===== src/rtl/core/rbts_ring.sv =====
// rbts_ring: price ring, one write port and one read port, registered read data.
// No dependencies.
`timescale 1ns / 1ps

module rbts_ring #(
  parameter int DEPTH = 64,
  parameter int AW    = 6,
  parameter int DW    = 24
) (
  input  logic          clk,
  input  logic          we,
  input  logic [AW-1:0] waddr,
  input  logic [DW-1:0] wdata,
  input  logic          re,
  input  logic [AW-1:0] raddr,
  output logic [DW-1:0] rdata
);

  logic [DW-1:0] mem [DEPTH];

  always_ff @(posedge clk) begin
    if (we) begin
      mem[waddr] <= wdata;
    end
    if (re) begin
      rdata <= mem[raddr];
    end
  end

endmodule


===== config.mk =====
export PLATFORM = sky130hd
export DESIGN_NAME = rbts_ring
export DESIGN_NICKNAME = d
export VERILOG_FILES = /design/src/rtl/core/rbts_ring.sv
export SDC_FILE = /design/constraint.sdc
export NUM_CORES = 1
export LEC_CHECK = 0
export BUFFER_PORTS_ARGS = -buffer_cell sky130_fd_sc_hd__buf_2
export CAP_MARGIN = 20
export CORE_MARGIN = 3
export CORE_UTILIZATION = 59
export DETAILED_ROUTE_END_ITERATION = 7
export PLACE_DENSITY = 0.75
export SYNTH_ARGS = -nofsm -noshare
export SYNTH_HDL_FRONTEND = slang
export SYNTH_SLANG_ARGS = --single-unit

===== constraint.sdc =====
create_clock -name clk -period 3.05 [get_ports clk]
set_clock_uncertainty 0.1 [all_clocks]
set_input_delay 0 -clock clk [delete_from_list [all_inputs] [get_ports clk]]
set_output_delay 0 -clock clk [all_outputs]
set_load 0.01 [all_outputs]

==> flow_summary.yaml <==
outcome:
  status: "finished, final reports clean"
timing:
  setup_tns_ns: 0
  setup_viol: 0
  post-route-period-util_pct: 81.4
  fmax_mhz: 403
  rsz0062_at_grt: "false"
  worstMarginPinSlew_ns: 1.15
  slew_headroom_pct: 23.2
  slew_violations: 0
  fin_crit_ns: 2.48
  hold_viol: 0
route:
  vias: 29800
  drt_iter0_markers: 4506
  drtAntennaViolNets: 0
  wl_um: 149000
  post_drt_wl_per_cell_um: 34.5
  drc: 0
  dr.pass1.iters: 6
  viasPerCell: 6.90
clock_network:
  path_clk_slew_ns: 0.06
  clk_latency_ns: 0.75
  clockBufferDepth: 3
  cts_resized: 0
  htree_levels: 4
  numCtsBuffers: 148
  cts_root_buffer: "clkbuf_16"
  cts_tree: "done"
  post-cts-setup-buffer-count: 0
  cts_hold_buffers: 34
  cts_sinks: 1560
critical_path:
  crit_path_end_kind: "register"
  startpoint_type: "input pin"
  crit_start: "raddr[1]"
  cp.arrival_ns: 2.88
  cp.required_ns: 3.45
  cp_max_fo: 31
  critPathKind: "in -> reg"
  reg2reg_from: "mem[50][21]$_DFFE_PP_"
global_routing:
  grt_use_met2_pct: 46.2
  grt_use_total_pct: 29.2
  grt_use_met3_pct: 5.93
  grt_pass1_wl_um: 216000
  overflow: 0
  grtUsageMet1_pct: 42.0
  grt.busiest_layer: "met2"
  grt_start_max_net_pins: 79
  grt_pass1_vias: 30200
  antenna_found_initial: 11
synth:
  ys_top_cells_by_area: "edfxtp_1 79%, mux4_2 13%, mux2i_1 1.6%"
  ys.flop_type: "edfxtp_1"
  synth_cell_types: 39
  syn_avg_cell_area_um2: 22.8
  yosysMostFrequentCell: "edfxtp_1"
  yosysTopAreaCellShare_pct: 78.7
  synth_nets: 2649
  synth_top_area_cell: "edfxtp_1"
  ys_seq_area_share_pct: 78.7
  async_flop_share_pct: 0
  synth.cells.most_frequent: "1560 x edfxtp_1, 355 x mux4_2, 95 x mux2i_1, 80 x nor2_1"
  ys_warn_count: 0
  synth_seq_cells: 1560
  synth.cell_area_mm2: 0.0595
  synthCells: 2610
  synth_edf_count: 1560
power:
  ir_drop_uv: 544
  p_leak_nw: 21.6
  power_density_mw_per_mm2: 647
placement:
  hpwl_um: 85900
  portBuffers: 62
  dpl-instance-area_mm2: 0.0625
  dp_cells: 4001
  gp_congestion: 0.829
layout:
  fin_cells: 4324
  syn_to_final_growth_pct: 13.8
  final_layout_size_suffix_gt1_share_pct: 31.2
  num-nets-final: 2951
  multi_input_area_mm2: 0.0121
  register_area_mm2: 0.0468
  fillers: 5715
  design_area_mm2: 0.0677
floorplanning:
  start_util_pct: 60.0
  die_h_um: 324
  io_pins: 63
  die_x_um: 324
  rows: 115
  fp.coreArea_mm2: 0.0993
  dieArea_mm2: 0.105
hold_path:
  holdCritPathClass: "in -> reg"
  min_from: "wdata[0]"
flow_run:
  max_cap_violations: 0
==> per-stage QoR <==
stage | power [W] | utilization [%] | worst slack [ns] | hold slack [ns]
after detailed placement | 0.0265 | 62.9 | 0.191 | 0.331
after floorplan | 0.0255 | - | 0.353 | -0.00113
final | 0.0438 | 68.2 | 0.567 | 0.109
after CTS | 0.0439 | 68.0 | 0.559 | 0.0122
after global routing | 0.0449 | 68.2 | 0.560 | 0.0989
after global placement | 0.0265 | 62.9 | 0.280 | 0.362
==> critical path: stages <==
cell and delay, ns:
dlygate4sd3_1 0.56, clkbuf_8 0.26, inv_2 0.43, buf_12 0.24, buf_4 0.22, mux2_2 0.38
o22ai_1 0.25, a221oi_1 0.11, buf_4 0.19, o21a_1 0.16
==> placed cells by master (no fill, tap or decap), drive strengths merged, types with 4 or more instances in the layout <==
cell type	n
a21oi	22
a221o	4
a221oi	52
a22oi	29
a31oi	13
and2	4
and3	16
buf	257
bufinv	8
clkbuf	180
clkinv	72
clkinvlp	5
diode	5
dlygate4sd3	36
edfxtp	1560
inv	8
mux2	53
mux2i	95
mux4	355
nand2	36
nand2b	6
nand3	20
nor2	80
nor2b	9
o21a	13
o21ai	18
o22ai	53
or3	10
==> path summary, 6_finish.rpt <==
path / endpoint / slack (ns) / cells after the start
worst max-delay path: rdata[6]$_DFFE_PP_ / 0.57 / 10
worst min-delay path: mem[0][0]$_DFFE_PP_ / 0.11 / 2
worst max register to register: rdata[21]$_DFFE_PP_ / 0.58 / 5
worst min register to register: rdata[23]$_DFFE_PP_ / 0.86 / 4
==> final cells by class <==
type | instances | area share (%)
repair buffers | 294 | 3.76
clock inverters | 91 | 1.04
flip-flops and latches | 1560 | 69.2
inverters | 2 | 0.0111
diodes | 5 | 0.0185
well taps | 1287 | 2.38
clock buffers | 179 | 5.80
multi-input cells | 906 | 17.8
==> where the power goes <==
part	total, W	switching, W	internal, W
clock	0.0176	0.00775	0.00988
sequential	0.0239	0.0000895	0.0238
combinational	0.00234	0.00143	0.000907
total	0.0438	0.00927	0.0346
==> cells by family after synthesis <==
| family | after synthesis | share of synthesized area (%) |
|---|---|---|
| buffers and inverters | 144 | 1.31 |
| multiplexers | 503 | 16.0 |
| flip-flops | 1560 | 78.7 |
| AO/OA/AOI/OAI | 207 | 2.43 |
| AND/OR/NAND/NOR | 196 | 1.55 |
==> flip-flops by register name, indices dropped and copies added (netlist names) <==
register and cells:
mem 1536, rdata 24
==> metal layers <==
| layer | wire, µm | share of wire [%] |
|---|---|---|
| met3 | 18300 | 12 |
| met2 | 72100 | 48 |
| met5 | 20 | 0.013 |
| met4 | 4900 | 3.3 |
| met1 | 53600 | 36 |
(Power assumes the default switching activity.)
