<file path="src/rtl/core/rbts_pkg.sv">
// rbts_pkg: shared widths, register indexes, action codes and the trade request type
// for the rolling band trade signal block. No dependencies.
`timescale 1ns / 1ps

package rbts_pkg;

  // fixed field widths
  localparam int WLEN_W     = 7;
  localparam int LIMIT_W    = 10;
  localparam int BAND_W     = 16;
  localparam int BW2_W      = 2 * BAND_W;
  localparam int POS_W      = 11;
  localparam int CASH_W     = 48;
  localparam int ACT_W      = 2;
  localparam int CFG_IDX_W  = 2;
  localparam int CFG_DATA_W = 16;
  localparam int DIGIT_W    = 16;

  // register indexes
  localparam logic [CFG_IDX_W-1:0] REG_WINDOW_LEN     = 2'd0;
  localparam logic [CFG_IDX_W-1:0] REG_POSITION_LIMIT = 2'd1;
  localparam logic [CFG_IDX_W-1:0] REG_BAND_WIDTH     = 2'd2;

  // register reset values
  localparam logic [WLEN_W-1:0]  WLEN_RST  = 7'd14;
  localparam logic [LIMIT_W-1:0] LIMIT_RST = 10'd5;
  localparam logic [BAND_W-1:0]  BAND_RST  = 16'd768;

  // action codes
  localparam logic [ACT_W-1:0] ACT_NONE    = 2'd0;
  localparam logic [ACT_W-1:0] ACT_BUY     = 2'd1;
  localparam logic [ACT_W-1:0] ACT_SELL    = 2'd2;
  localparam logic [ACT_W-1:0] ACT_BLOCKED = 2'd3;

  typedef struct packed {
    logic go;
    logic buy_hit;
    logic sell_hit;
  } trade_req_t;

endpackage

</file>
<file path="src/rtl/core/rbts_mul.sv">
// rbts_mul: shared iterative multiplier, one 16-bit digit of y per cycle, msb first.
// Depends on rbts_pkg for the digit width.
`timescale 1ns / 1ps

module rbts_mul #(
  parameter int XW = 62,
  parameter int YW = 32
) (
  input  logic               clk,
  input  logic               rst,
  input  logic               start,
  input  logic [XW-1:0]      x,
  input  logic [YW-1:0]      y,
  output logic [XW+YW-1:0]   prod,
  output logic               done
);
  import rbts_pkg::*;

  localparam int NDIG  = (YW + DIGIT_W - 1) / DIGIT_W;
  localparam int YPW   = NDIG * DIGIT_W;
  localparam int PW    = XW + YW;
  localparam int CNT_W = $clog2(NDIG + 1);

  logic             busy;
  logic [CNT_W-1:0] cnt;
  logic [XW-1:0]    xr;
  logic [YPW-1:0]   yr;
  logic [PW-1:0]    acc;
  logic [XW+DIGIT_W-1:0] part;

  assign part = xr * yr[YPW-1 -: DIGIT_W];
  assign prod = acc;

  always_ff @(posedge clk) begin
    if (rst) begin
      busy <= 1'b0;
      done <= 1'b0;
      cnt  <= '0;
    end else begin
      done <= 1'b0;
      if (start) begin
        busy <= 1'b1;
        cnt  <= CNT_W'(NDIG);
      end else if (busy) begin
        cnt <= cnt - CNT_W'(1);
        if (cnt == CNT_W'(1)) begin
          busy <= 1'b0;
          done <= 1'b1;
        end
      end
    end
  end

  always_ff @(posedge clk) begin
    if (start) begin
      xr  <= x;
      yr  <= YPW'(y);
      acc <= '0;
    end else if (busy) begin
      acc <= (acc << DIGIT_W) + PW'(part);
      yr  <= yr << DIGIT_W;
    end
  end

endmodule

</file>
<file path="config.mk">
export PLATFORM = sky130hd
export DESIGN_NAME = rbts_mul
export DESIGN_NICKNAME = d
export VERILOG_FILES = /design/src/rtl/core/rbts_pkg.sv /design/src/rtl/core/rbts_mul.sv
export SDC_FILE = /design/constraint.sdc
export NUM_CORES = 2
export LEC_CHECK = 0
export ABC_CLOCK_PERIOD_IN_PS = 13800
export CAP_MARGIN = 10
export CORE_MARGIN = 4
export CORE_UTILIZATION = 31
export CTS_CLUSTER_SIZE = 16
export DETAILED_ROUTE_END_ITERATION = 10
export DONT_BUFFER_PORTS = 1
export GPL_TIMING_DRIVEN = 1
export HOLD_SLACK_MARGIN = 0.08
export PLACE_DENSITY = 0.42
export SYNTH_ARGS = -nofsm -noshare
export SYNTH_HDL_FRONTEND = slang
export SYNTH_SLANG_ARGS = --single-unit
</file>
<file path="constraint.sdc">
create_clock -name clk -period 13.8 [get_ports clk]
set_clock_uncertainty 0.05 [all_clocks]
set_input_delay 4.14 -clock clk [delete_from_list [all_inputs] [get_ports clk]]
set_output_delay 4.14 -clock clk [all_outputs]
set_load 0.01 [all_outputs]
</file>
==> PnR_summary.wiki <==
{| class="wikitable"
! Metric !! Value
|-
| Outcome || completed
|-
| Element type at the critical path start || flip-flop
|-
| Top library cells by usage in the layout, fill and taps aside || 1155 x inv_1, 900 x fa_1, 780 x nand2_1
|-
| Overall overflow remaining after global route || 0
|-
| Slew at the pin with the worst max-slew slack || 1.05 ns
|-
| Synthesized-area fraction occupied by xor and xnor cells || 0.0133
|-
| Initial DRT Pass Iterations || 7
|-
| 1st-iter DRT viols || 1673
|-
| Most common cell after layout, fill and taps aside || inv_1
|-
| TritonCTS clock tree || done
|-
| RSZ-0062 raised after global routing || no
|-
| Detailed-routing wirelength on met1 || 59200 um
|-
| Met3 routed WL || 6790 um
|-
| Met2 Routed Length || 64800 um
|-
| HP Class || reg2reg
|-
| Global-route wire length before repair || 205000 um
|-
| Count of final setup violators || 0
|-
| Clock-pin slew of the registers on the worst-case setup and hold paths || 0.10 ns
|-
| Part of the cycle the worst path needs || 0.609
|-
| Synth Net Count || 5683
|-
| Sequential element share of the synthesized area || 0.119
|-
| Number of global-route vias before repair || 31900
|-
| Rel. slew slack || 0.297
|-
| Unique cell type count in the Yosys netlist || 88
|-
| Post-detailed-route DRC marker count || 0
|-
| Hold Startpoint || cnt[0]
|-
| Portion of synthesized cell area occupied by the leading cell type || 0.449
|-
| Reg2reg end || prod[90]
|-
| Hold path endpoint || cnt[0]
|-
| Setup TNS || 0 ns
|-
| Top cell type by total area after synthesis || fa_1
|-
| Post-synth EDFFs || 94
|-
| Largest fanout on the critical path || 52
|-
| Synth top area cells || fa_1 45%, inv_1 11%, nand2_1 7.3%
|-
| Type of the setup path with the least slack || reg2reg
|-
| Count of final hold-check violations || 0
|-
| Maximum root-to-sink buffer count || 2
|-
| Top FF cell, synth || dfxtp_1
|-
| Final cell area excluding filler cells || 42400 um2
|-
| Number of cells traversed by the worst hold path || 2
|-
| Number of setup buffers added after CTS || 0
|-
| Data arrival, critical path || 8.83 ns
|-
| Hold buffer count at cts || 0
|-
| Area of the mapped netlist || 40100 um2
|-
| Sink Count || 192
|-
| Post-layout min period || 8.41 ns
|-
| Fmax achieved || 119 MHz
|-
| Number of levels in the clock H-tree || 4
|-
| Clk Latency, worst-skew pair || 0.56 ns
|-
| Critical register-to-register path startpoint || yr[19]
|-
| Clock root buffer || clkbuf_16
|-
| Share of synthesized cell area in and, or, nand and nor gates || 0.159
|-
| Detailed-route wire length || 132000 um
|-
| Required time of the critical path || 14.21 ns
|-
| Reg-to-reg slack, setup || 5.39 ns
|-
| Via count || 29100
|-
| Average wire per cell in the routed design || 21.8 um
|-
| Initial antenna violation count || 7
|-
| Top Ports || 192
|-
| Final-stage net count || 5508
|-
| Number of max-slew violations in the final report || 0
|-
| Post-synthesis share of cell area spent on full adders, half adders and majority gates || 0.501
|-
| Count of buffers from port buffering || 0
|-
| Synth Area per Inst || 8.88 um2
|-
| Async set-or-reset flop fraction in the synthesized netlist || 0
|-
| Detail Placement HPWL || 103000 um
|-
| Worst-case reg-to-reg path depth || 22
|-
| Critical path endpoint category || flip-flop
|-
| Area of placed instances || 41800 um2
|-
| Max Cap Violations || 0
|-
| Die boundary width || 368 um
|-
| Number of flip-flops and latches in the synthesized netlist || 192
|-
| Share of synthesized area spent on multiplexers || 0.0160
|-
| Top Layer Used || met5
|-
| Final cell count without fillers || 6089
|-
| Area fraction in compound gates after synthesis || 0.0599
|-
| Placed cells || 6054
|-
| Synth warnings || 0
|-
| Die outline area || 135000 um2
|-
| GP Congestion || 0.859
|-
| CORE AREA || 128000 um2
|-
| Combinational family with the most area after synthesis || adder cells
|-
| Quantity of gates resized following cts || 0
|-
| Remaining antenna violation count || 0
|-
| Vias per Instance || 4.78
|-
| Starting utilization of the core area || 0.314
|-
| All-layer global routing usage || 0.201
|-
| Layout cell share with drive strength beyond 1 || 0.0303
|-
| Num CTS Buffers || 17
|-
| Chip Height || 368 um
|-
| Site Rows || 131
|-
| Syn-to-layout area delta || 5.63%
|-
| Maximum number of pins on one net before global-route repair || 173
|-
| Cells after synthesis || 4519
|}
## area by class of cell
type	instances	area, um2
inverters	1156	4340
multi-input cells	2924	30100
repair buffers	53	405
well taps	1729	2160
clock buffers	19	475
flip-flops and latches	192	4790
diodes	3	7.51
fillers	13500	85600
clock inverters	13	163
## cell usage after synthesis, types with 17 or more instances
master	instances
nand2_1	780
nor2_1	111
o21bai_1	17
nand3_1	34
edfxtp_1	94
dfxtp_1	98
nand4_1	38
fa_1	900
and2_1	322
inv_1	1156
mux2i_1	46
xnor2_1	31
o21ai_0	61
a21o_1	54
ha_1	167
nor3_1	29
clkbuf_1	217
a21oi_1	99
xor2_1	30
## critical path: stages (launching register included)
cell and delay, ns:
edfxtp_1 0.55, buf_4 0.68, nand2_1 0.15, fa_1 0.49
fa_1 0.51, fa_1 0.52, inv_1 0.06, fa_1 0.49
fa_1 0.49, inv_1 0.05, fa_1 0.47, inv_1 0.04
ha_1 0.45, nand2_1 0.09, o32ai_1 0.72, or4_4 0.27
o211ai_2 0.10, a21o_2 0.29, a21oi_1 0.59, a21o_1 0.29
a41oi_1 0.31, o21a_1 0.28, o311a_1 0.32
## kinds of logic (layout without fill, tap and decap cells)
family | count (synthesis) | in the layout
buf+inv | 1403 | 1241
simple gates | 1378 | 1378
fa+ha+maj | 1067 | 1067
compound gates | 356 | 356
flops | 192 | 192
mux | 62 | 62
xor+xnor | 61 | 61
other cells | 0 | 3
## sequential cells by signal, summed over array words and instances, names as in the netlist
name  count
busy      1
yr       32
prod     94
cnt       2
done      1
xr       62
## routing by layer
layer,global-route usage,vias up
met5,0,-
met4,0.0348,2
met3,0.0366,97
met2,0.342,606
met1,0.272,15500
li1,-,12900
## worst max path at each step
stage,start,to,slack (ns),depth (start not counted)
floorplan,yr[17],prod[90],7.06,26
global placement,yr[20],prod[90],5.58,24
detailed placement,yr[20],prod[90],5.41,23
CTS,yr[19],prod[90],5.38,21
global route,yr[19],prod[90],5.07,21
finish,yr[19],prod[90],5.39,22
## through the flow
step                      utilization  hold slack [ns]  setup slack, ns
after detailed placement        0.326            0.466             5.41
final                           0.331            0.489             5.39
after global placement          0.326            0.472             5.58
after CTS                       0.331            0.490             5.38
after global routing            0.331            0.509             5.07
after floorplan                     -            0.445             7.06
Power is left out: the tool's default activity adds up to more than one toggle a clock period on the data nets, which glitch-free logic cannot reach.
