### config.mk
export PLATFORM = sky130hd
export DESIGN_NAME = rbts_trade_flat
export DESIGN_NICKNAME = d
export VERILOG_FILES = /design/src/rtl/core/rbts_pkg.sv /design/src/rtl/core/rbts_out_if.sv /design/src/rtl/core/rbts_trade.sv /design/src/flat_wrapper.sv
export SDC_FILE = /design/constraint.sdc
export NUM_CORES = 1
export LEC_CHECK = 0
export ABC_AREA = 1
export ABC_CLOCK_PERIOD_IN_PS = 14800
export BUFFER_PORTS_ARGS = -buffer_cell sky130_fd_sc_hd__buf_2
export CAP_MARGIN = 20
export CORE_ASPECT_RATIO = 1.5
export CORE_MARGIN = 2
export CORE_UTILIZATION = 59
export DETAILED_ROUTE_END_ITERATION = 12
export PLACE_DENSITY = 0.79
export SYNTH_ARGS = -nofsm -noshare
export SYNTH_HDL_FRONTEND = slang
export SYNTH_SLANG_ARGS = --single-unit
export TNS_END_PERCENT = 50
### constraint.sdc
create_clock -name clk -period 14.8 [get_ports clk]
set_clock_uncertainty 0.1 [all_clocks]
set_input_delay 1.48 -clock clk [delete_from_list [all_inputs] [get_ports clk]]
set_output_delay 1.48 -clock clk [all_outputs]
set_load 0.01 [all_outputs]
### src/rtl/core/rbts_pkg.sv
// rbts_pkg: shared widths, register indexes, action codes and the trade request type
// for the rolling band trade signal block. No dependencies.
`timescale 1ns / 1ps

package rbts_pkg;

  // fixed field widths
  localparam int WLEN_W     = 7;
  localparam int LIMIT_W    = 10;
  localparam int BAND_W     = 16;
  localparam int BW2_W      = 2 * BAND_W;
  localparam int POS_W      = 11;
  localparam int CASH_W     = 48;
  localparam int ACT_W      = 2;
  localparam int CFG_IDX_W  = 2;
  localparam int CFG_DATA_W = 16;
  localparam int DIGIT_W    = 16;

  // register indexes
  localparam logic [CFG_IDX_W-1:0] REG_WINDOW_LEN     = 2'd0;
  localparam logic [CFG_IDX_W-1:0] REG_POSITION_LIMIT = 2'd1;
  localparam logic [CFG_IDX_W-1:0] REG_BAND_WIDTH     = 2'd2;

  // register reset values
  localparam logic [WLEN_W-1:0]  WLEN_RST  = 7'd14;
  localparam logic [LIMIT_W-1:0] LIMIT_RST = 10'd5;
  localparam logic [BAND_W-1:0]  BAND_RST  = 16'd768;

  // action codes
  localparam logic [ACT_W-1:0] ACT_NONE    = 2'd0;
  localparam logic [ACT_W-1:0] ACT_BUY     = 2'd1;
  localparam logic [ACT_W-1:0] ACT_SELL    = 2'd2;
  localparam logic [ACT_W-1:0] ACT_BLOCKED = 2'd3;

  typedef struct packed {
    logic go;
    logic buy_hit;
    logic sell_hit;
  } trade_req_t;

endpackage

### src/rtl/core/rbts_out_if.sv
// rbts_out_if: result channel, one trade result per word.
// Depends on rbts_pkg for the field widths.
`timescale 1ns / 1ps

interface rbts_out_if ();
  import rbts_pkg::*;

  logic                     valid;
  logic                     ready;
  logic [ACT_W-1:0]         action;
  logic signed [POS_W-1:0]  net_position;
  logic signed [CASH_W-1:0] cash_balance;
  logic signed [CASH_W-1:0] marked_value;

  modport source (output valid, output action, output net_position, output cash_balance,
                  output marked_value, input ready);
  modport sink   (input valid, input action, input net_position, input cash_balance,
                  input marked_value, output ready);
endinterface

### src/rtl/core/rbts_trade.sv
// rbts_trade: position and cash update, marked value and the result register.
// Depends on rbts_pkg and rbts_out_if.
`timescale 1ns / 1ps

module rbts_trade #(
  parameter int PRICE_BITS = 24
) (
  input  logic                          clk,
  input  logic                          rst,
  input  rbts_pkg::trade_req_t          req,
  input  logic [PRICE_BITS-1:0]         price,
  input  logic [rbts_pkg::LIMIT_W-1:0]  limit,
  output logic                          ready,
  rbts_out_if.source                    result_out
);
  import rbts_pkg::*;

  localparam int PROD_W = POS_W + PRICE_BITS + 1;

  localparam logic [1:0] T_IDLE = 2'd0;
  localparam logic [1:0] T_MUL  = 2'd1;
  localparam logic [1:0] T_OUT  = 2'd2;

  logic [1:0]                tstate;
  logic signed [POS_W-1:0]   held;
  logic [CASH_W-1:0]         cash;
  logic [ACT_W-1:0]          act;
  logic [PRICE_BITS-1:0]     price_t;
  logic signed [PROD_W-1:0]  prod;
  logic signed [POS_W-1:0]   lim;
  logic signed [POS_W-1:0]   neg_lim;
  logic                      out_valid;
  logic                      load;

  assign lim     = $signed({1'b0, limit});
  assign neg_lim = -lim;
  assign ready   = (tstate == T_IDLE);
  assign load    = (tstate == T_OUT) && (!out_valid || result_out.ready);

  assign result_out.valid = out_valid;

  always_ff @(posedge clk) begin
    if (rst) begin
      tstate    <= T_IDLE;
      held      <= '0;
      cash      <= '0;
      out_valid <= 1'b0;
    end else begin
      // a new word may replace the one leaving on this edge
      if (load) begin
        out_valid <= 1'b1;
      end else if (result_out.ready) begin
        out_valid <= 1'b0;
      end
      unique case (tstate)
        T_IDLE: begin
          if (req.go) begin
            tstate <= T_MUL;
            if (req.buy_hit) begin
              if (held < lim) begin
                held <= held + POS_W'(1);
                cash <= cash - CASH_W'(price);
              end
            end else if (req.sell_hit) begin
              if (held > neg_lim) begin
                held <= held - POS_W'(1);
                cash <= cash + CASH_W'(price);
              end
            end
          end
        end
        T_MUL: tstate <= T_OUT;
        T_OUT: begin
          if (load) begin
            tstate <= T_IDLE;
          end
        end
        default: tstate <= T_IDLE;
      endcase
    end
  end

  always_ff @(posedge clk) begin
    if (tstate == T_IDLE && req.go) begin
      price_t <= price;
      if (req.buy_hit) begin
        act <= (held >= lim) ? ACT_BLOCKED : ACT_BUY;
      end else if (req.sell_hit) begin
        act <= (held <= neg_lim) ? ACT_BLOCKED : ACT_SELL;
      end else begin
        act <= ACT_NONE;
      end
    end
    if (tstate == T_MUL) begin
      prod <= held * $signed({1'b0, price_t});
    end
    if (load) begin
      result_out.action       <= act;
      result_out.net_position <= held;
      result_out.cash_balance <= cash;
      result_out.marked_value <= cash + CASH_W'(prod);
    end
  end

endmodule

### src/flat_wrapper.sv
// flat-port wrapper written by rule: the top's interface ports become plain ports
module rbts_trade_flat import rbts_pkg::*;
#(
  parameter int PRICE_BITS = 24
)
  (clk, rst, req, price, limit, ready, result_out_valid, result_out_action, result_out_net_position, result_out_cash_balance, result_out_marked_value, result_out_ready);
  rbts_out_if result_out_i ();
  input  logic clk;
  input  logic rst;
  input  rbts_pkg::trade_req_t req;
  input  logic [PRICE_BITS-1:0] price;
  input  logic [rbts_pkg::LIMIT_W-1:0] limit;
  output logic ready;
  output wire logic [$bits(result_out_i.valid)-1:0] result_out_valid;
  output wire logic [$bits(result_out_i.action)-1:0] result_out_action;
  output wire logic [$bits(result_out_i.net_position)-1:0] result_out_net_position;
  output wire logic [$bits(result_out_i.cash_balance)-1:0] result_out_cash_balance;
  output wire logic [$bits(result_out_i.marked_value)-1:0] result_out_marked_value;
  input wire logic [$bits(result_out_i.ready)-1:0] result_out_ready;
  assign result_out_valid = result_out_i.valid;
  assign result_out_action = result_out_i.action;
  assign result_out_net_position = result_out_i.net_position;
  assign result_out_cash_balance = result_out_i.cash_balance;
  assign result_out_marked_value = result_out_i.marked_value;
  assign result_out_i.ready = result_out_ready;
  rbts_trade #(.PRICE_BITS(PRICE_BITS)) u_core (.clk(clk), .rst(rst), .req(req), .price(price), .limit(limit), .ready(ready), .result_out(result_out_i));
endmodule
==> results.json, run 1 <==
{
  "die_y_um": 256,
  "slew_headroom_pct": 40.8,
  "ys_ff_latch": 233,
  "p_int_uw": 1880,
  "drive_above_1_share_pct": 7.23,
  "via_per_inst": 5.47,
  "route.detailed.drc": 0,
  "syn_inst": 3311,
  "ant_nets": 0,
  "wl_per_cell_um": 17.8,
  "rows": 92,
  "p_sw_share_pct": 45.0,
  "grtUsageTotal_pct": 32.9,
  "report.power.total_uw": 3410,
  "post_cts_buffers": 0,
  "finalSetupTns_ps": 0,
  "antenna_found_initial": 0,
  "dieArea_mm2": 0.0441,
  "finalNetCount": 3890,
  "path_clk_slew_ps": 70,
  "cap_violations": 0,
  "cp.arrival_ps": 5870,
  "ys_warn_count": 0,
  "io_pins": 151,
  "cts_tree": "built",
  "portBuffers": 150,
  "final.min_clock_period_ps": 5660,
  "coreArea_mm2": 0.0419,
  "p_switching_uw": 1530,
  "routed_wl_um": 71400,
  "finalHoldViolCount": 0,
  "required_ps": 15020,
  "rsz0062_at_grt": "false",
  "firstDrtPassIters": 5,
  "status": "finished clean",
  "comb_power_share_pct": 52.6,
  "hp-class": "register to register",
  "avgSynthCellArea_um2": 7.55,
  "path_class": "register to register",
  "n_antenna_cell": 0,
  "pwr-share-seq_pct": 27.3,
  "cp-start-kind": "register",
  "grt_max_degree": 72,
  "grt_pass1_wl_um": 112000,
  "ys_types": 42,
  "pwr_density_cell_mw_per_mm2": 126,
  "p_leak_uw": 0.0140,
  "die_w_um": 172,
  "syn_nets": 3774,
  "clock_latency_ps": 570,
  "area_growth_syn_to_layout_pct": 8.57,
  "pwr-share-clk_pct": 20.1,
  "critPathCaptureType": "register",
  "crit_fanout": 22,
  "netlist_area_mm2": 0.0250,
  "initial_core_util_pct": 59.7,
  "fmax_ghz": 0.177,
  "holdBufCountCts": 0,
  "tightest_slew_ps": 889,
  "irDropWorstVdd_uv": 102,
  "grt-ovfl-total": 0,
  "fin_crit_sh_pct": 38.2,
  "setup_viol": 0,
  "clock-sinks": 233,
  "maxSlewViolCount": 0,
  "gp_congestion": 1.00,
  "h-tree-depth": 1,
  "clk_path_buf_depth": 3,
  "first_global_vias": 22000,
  "drt_iter0_markers": 1401,
  "ys_seq_area_share_pct": 25.5,
  "vias": 21900,
  "ctsResizeCount": 0,
  "cts_buffers": 25,
  "ctsRootBufferMaster": "clkbuf_16",
  "dp_hpwl_um": 58900
}
==> metal layers <==
layer	GRT usage [%]	wire (um)	up-vias
li1	-	-	10600
met1	35.3	25000	10200
met2	59.4	36400	891
met3	4.04	4390	283
met4	22.4	5630	0
met5	0	0	-
==> metrics by stage <==
stage / utilization (%) / setup WS [ps] / cells / hold slack (ps) / area, um2
finish: 64.8 / 9140 / 4007 / 329 / 27100
global route: 64.8 / 8830 / 4007 / 331 / 27100
CTS: 64.7 / 9130 / 4006 / 323 / 27100
detailed placement: 62.6 / 9150 / 3963 / 306 / 26200
global placement: 62.6 / 9210 / 3962 / 301 / 26200
floorplan: - / 5100 / 3311 / 300 / 25000
==> flip-flops by register name, summed over array words and instances, names as in the netlist, 2 cells and up <==
name	cells
u_core.tstate	2
u_core.held	11
u_core.result_out.net_position	11
u_core.result_out.action	2
u_core.prod	36
u_core.act	2
u_core.price_t	24
u_core.cash	48
u_core.result_out.cash_balance	48
u_core.result_out.marked_value	48
==> cell type report <==
| cell class | count | area (um2) |
|---|---|---|
| Clock buffer | 26 | 629 |
| Multi-Input combinational cell | 2346 | 15800 |
| Sequential cell | 233 | 6380 |
| Clock inverter | 17 | 248 |
| Inverter | 652 | 2450 |
| Tap cell | 564 | 706 |
| Fill cell | 3820 | 14800 |
| Timing Repair Buffer | 169 | 917 |
==> worst max-delay path, cell delays in order, from the launching register on <==
cell and delay (ps):
dfxtp_1 490, buf_4 360, nand2_1 130, fa_1 560
inv_1 50, fa_1 550, fa_1 430, fa_1 490
inv_1 50, fa_1 480, inv_1 50, ha_1 390
nand2_1 100, nor2_1 250, nand2_1 70, o21ai_0 500
a21oi_1 170, xnor2_1 160
==> layout by cell type, fill, tap and decap left out, types with 97 or more instances in the layout <==
| master | Yosys | routed |
|---|---|---|
| a21oi_1 | 190 | 190 |
| buf_2 | 6 | 150 |
| edfxtp_1 | 171 | 171 |
| fa_1 | 201 | 201 |
| ha_1 | 222 | 222 |
| inv_1 | 650 | 650 |
| nand2_1 | 820 | 820 |
| nor2_1 | 366 | 366 |
| o21ai_0 | 123 | 123 |
| xor2_1 | 97 | 97 |
==> kinds of logic after synthesis <==
group,synth area share (%)
AO/OA/AOI/OAI,8.99
adder cells (fa/ha/maj),27.2
flip-flops,25.5
XOR/XNOR,4.87
AND/OR/NAND/NOR,22.2
buffers and inverters,11.2
==> path summary, 6_finish.rpt <==
check / startpoint / to / slack, ps / cells past startpoint
setup / recovery: u_core.held[5] / u_core.prod[25] / 9140 / 17
hold reg to reg: u_core.act[1] / u_core.result_out.action[1] / 330 / 0
setup reg to reg: u_core.held[5] / u_core.prod[25] / 9140 / 17
hold / removal: u_core.act[1] / u_core.result_out.action[1] / 330 / 0
==> cells in the mapped netlist (all sizes together) <==
cell type	count	area, um2
o221a	1	11.3
nand3b	8	60.1
inv	652	2450
edfxtp	171	5130
buf	16	121
a21o	16	120
a21oi	201	1050
fa	201	4020
or2	9	56.3
o31ai	2	15.0
o21bai	20	150
xnor2	42	368
nand4	24	150
clkbuf	64	243
o221ai	2	17.5
xor2	97	850
ha	222	2780
and2	4	25.0
o311ai	1	8.76
dfxtp	62	1240
a21boi	7	52.6
o21ai	125	629
nor4	9	56.3
o21a	4	30.0
nand2	831	3150
nor2	366	1370
and3	1	6.26
o211ai	6	45.0
nor3	30	150
a31oi	18	113
nand3	99	516
==> power by group through the flow <==
stage / Clock, uW / Combinational [uW] / Sequential, uW
global placement: 0 / 1750 / 939
detailed placement: 0 / 1780 / 940
CTS: 694 / 1790 / 926
floorplan: 0 / 1330 / 893
finish: 686 / 1800 / 930
global route: 715 / 2030 / 932
(Power assumes the default switching activity.)
==> run 2, diff against run 1 <==
--- a/config.mk
+++ b/config.mk
@@ -6,7 +6,7 @@
 export NUM_CORES = 1
 export LEC_CHECK = 0
 export ABC_AREA = 1
-export ABC_CLOCK_PERIOD_IN_PS = 14800
+export ABC_CLOCK_PERIOD_IN_PS = 5700
 export BUFFER_PORTS_ARGS = -buffer_cell sky130_fd_sc_hd__buf_2
 export CAP_MARGIN = 20
 export CORE_ASPECT_RATIO = 1.5
==> constraint.sdc (replaced) <==
create_clock -name clk -period 5.7 [get_ports clk]
set_clock_uncertainty 0.1 [all_clocks]
set_input_delay 0.57 -clock clk [delete_from_list [all_inputs] [get_ports clk]]
set_output_delay 0.57 -clock clk [all_outputs]
set_load 0.01 [all_outputs]
==> run 2 against run 1 <==
  * Die area unchanged
  * Hold slack worse by 180 ps
  * Critical path depth up 4
  * Non-clock buffer count grew 29
  * Largest cell class unchanged
==> results.json, run 2 (same netlist as run 1, synthesis figures left out) <==
{
  "comb_power_share_pct": 54.0,
  "cp-start-kind": "register",
  "via_per_inst": 5.47,
  "p_sw_share_pct": 45.4,
  "coreArea_mm2": 0.0419,
  "n_fill_cell": 3777,
  "clock-sinks": 233,
  "tightest_slew_ps": 1020,
  "layout_common_cells": "nand2_1, inv_1, nor2_1, ha_1, fa_1",
  "cap_violations": 0,
  "maxSlewViolCount": 0,
  "routed_wl_um": 72900,
  "clock_latency_ps": 570,
  "critPathCaptureType": "register",
  "dp_hpwl_um": 60700,
  "hold_start": "price[21]",
  "gp_congestion": 1.03,
  "r2r_setup_slack_ps": 220,
  "final.min_clock_period_ps": 5480,
  "area_growth_syn_to_layout_pct": 9.83,
  "setup_viol": 0,
  "irDropWorstVdd_uv": 273,
  "grt_pass1_wl_um": 114000,
  "pwr_density_cell_mw_per_mm2": 328,
  "regToRegStartpoint": "u_core.held[2]",
  "antenna_found_initial": 1,
  "pwr-share-seq_pct": 26.6,
  "die_y_um": 256,
  "finalHoldViolCount": 0,
  "n_antenna_cell": 0,
  "first_global_vias": 22200,
  "hp-class": "input port to register",
  "portBuffers": 150,
  "p_switching_uw": 4090,
  "pwr-share-clk_pct": 19.4,
  "grt_max_degree": 97,
  "fmax_ghz": 0.183,
  "clk_path_buf_depth": 3,
  "vias": 22100,
  "slew_headroom_pct": 31.9,
  "drt_iter0_markers": 1417,
  "drive_above_1_share_pct": 8.32,
  "route.detailed.drc": 0,
  "ant_nets": 0,
  "io_pins": 151,
  "dieArea_mm2": 0.0441,
  "grt-ovfl-total": 0,
  "pre_cts_ws_ps": 123,
  "fin_crit_sh_pct": 96.1,
  "h-tree-depth": 1,
  "cts_tree": "built",
  "die_w_um": 172,
  "initial_core_util_pct": 59.7,
  "r2r_cells": 21,
  "reg_top3": "u_core.cash x48, u_core.result_out.cash_balance x48, u_core.result_out.marked_value x48",
  "setup_slack_ps": 225,
  "hold-path-cell-count": 1,
  "wl_per_cell_um": 18.0,
  "p_leak_uw": 0.0142,
  "rows": 92,
  "post_cts_buffers": 0,
  "path_clk_slew_ps": 60,
  "crit_fanout": 18,
  "status": "finished clean",
  "cp.arrival_ps": 5760,
  "finalNetCount": 3920,
  "grtUsageTotal_pct": 33.6,
  "path_class": "register to register",
  "report.power.total_uw": 9000,
  "r2r_end": "u_core.prod[34]",
  "p_int_uw": 4910,
  "firstDrtPassIters": 6,
  "final_common_cell": "nand2_1",
  "ctsRootBufferMaster": "clkbuf_16",
  "required_ps": 5980,
  "hold_end": "u_core.price_t[21]",
  "cts_buffers": 26
}
[run 2: worst max path at each step]
stage,cells after the start,start,endpoint
2_1_floorplan,2,result_out_ready,u_core.result_out.action[0]
3_3_place_gp,21,u_core.held[4],u_core.prod[34]
3_5_place_dp,21,u_core.held[4],u_core.prod[34]
4_1_cts,21,u_core.held[4],u_core.prod[34]
5_1_grt,21,u_core.held[2],u_core.prod[34]
6_report,21,u_core.held[2],u_core.prod[34]
[run 2: repair_timing]
item                       in CTS  in global routing
hold buffers                    0                  0
resized for setup               0                  9
setup endpoints to repair       0                  6
[run 2: power groups by stage]
stage	clock network (uW)	logic [uW]	registers [uW]
after floorplan	0	3450	2320
after global placement	0	4730	2420
after detailed placement	0	4790	2420
after CTS	1770	4810	2390
after global routing	1830	5480	2400
final	1750	4860	2390
[run 2: critical path, cell delays in order (launching register included)]
cell,delay [ps]
dfxtp_1,420
buf_12,190
buf_4,200
nand2_1,90
fa_1,540
fa_1,530
inv_1,60
fa_1,500
fa_1,500
inv_1,60
fa_1,490
inv_1,40
ha_1,360
nand2_1,140
nor2_1,170
inv_1,100
nor3_2,150
nand3_1,100
nand3_1,160
nand3_1,100
nand2_1,110
xor2_2,200
[run 2: routing by layer]
| layer | global-route usage [%] | up-vias | routed length [um] |
|---|---|---|---|
| met4 | 23.6 | 2 | 6200 |
| li1 | - | 10600 | - |
| met1 | 35.8 | 10300 | 25300 |
| met2 | 60.7 | 883 | 37100 |
| met3 | 3.91 | 302 | 4210 |
| met5 | 0 | - | 13 |
[run 2: per-stage QoR]
stage                     setup TNS [ps]  hold slack (ps)  cell area [um2]  util, %  instances
after global placement                 0              301            26500     63.4       3993
after floorplan                        0              300            25000        -       3311
after global routing               -32.6              155            27500     65.5       4039
after detailed placement               0              326            26500     63.4       3993
after CTS                              0              136            27400     65.4       4039
final                                  0              151            27500     65.5       4039
[run 2: final cells by class]
class | count | area (um2) | area share (%)
clock buffers | 29 | 693 | 2.53
clock inverters | 17 | 179 | 0.652
inverters | 652 | 2450 | 8.92
multi-input cells | 2346 | 15800 | 57.7
flip-flops and latches | 233 | 6380 | 23.2
well taps | 564 | 706 | 2.57
repair buffers | 198 | 1200 | 4.37
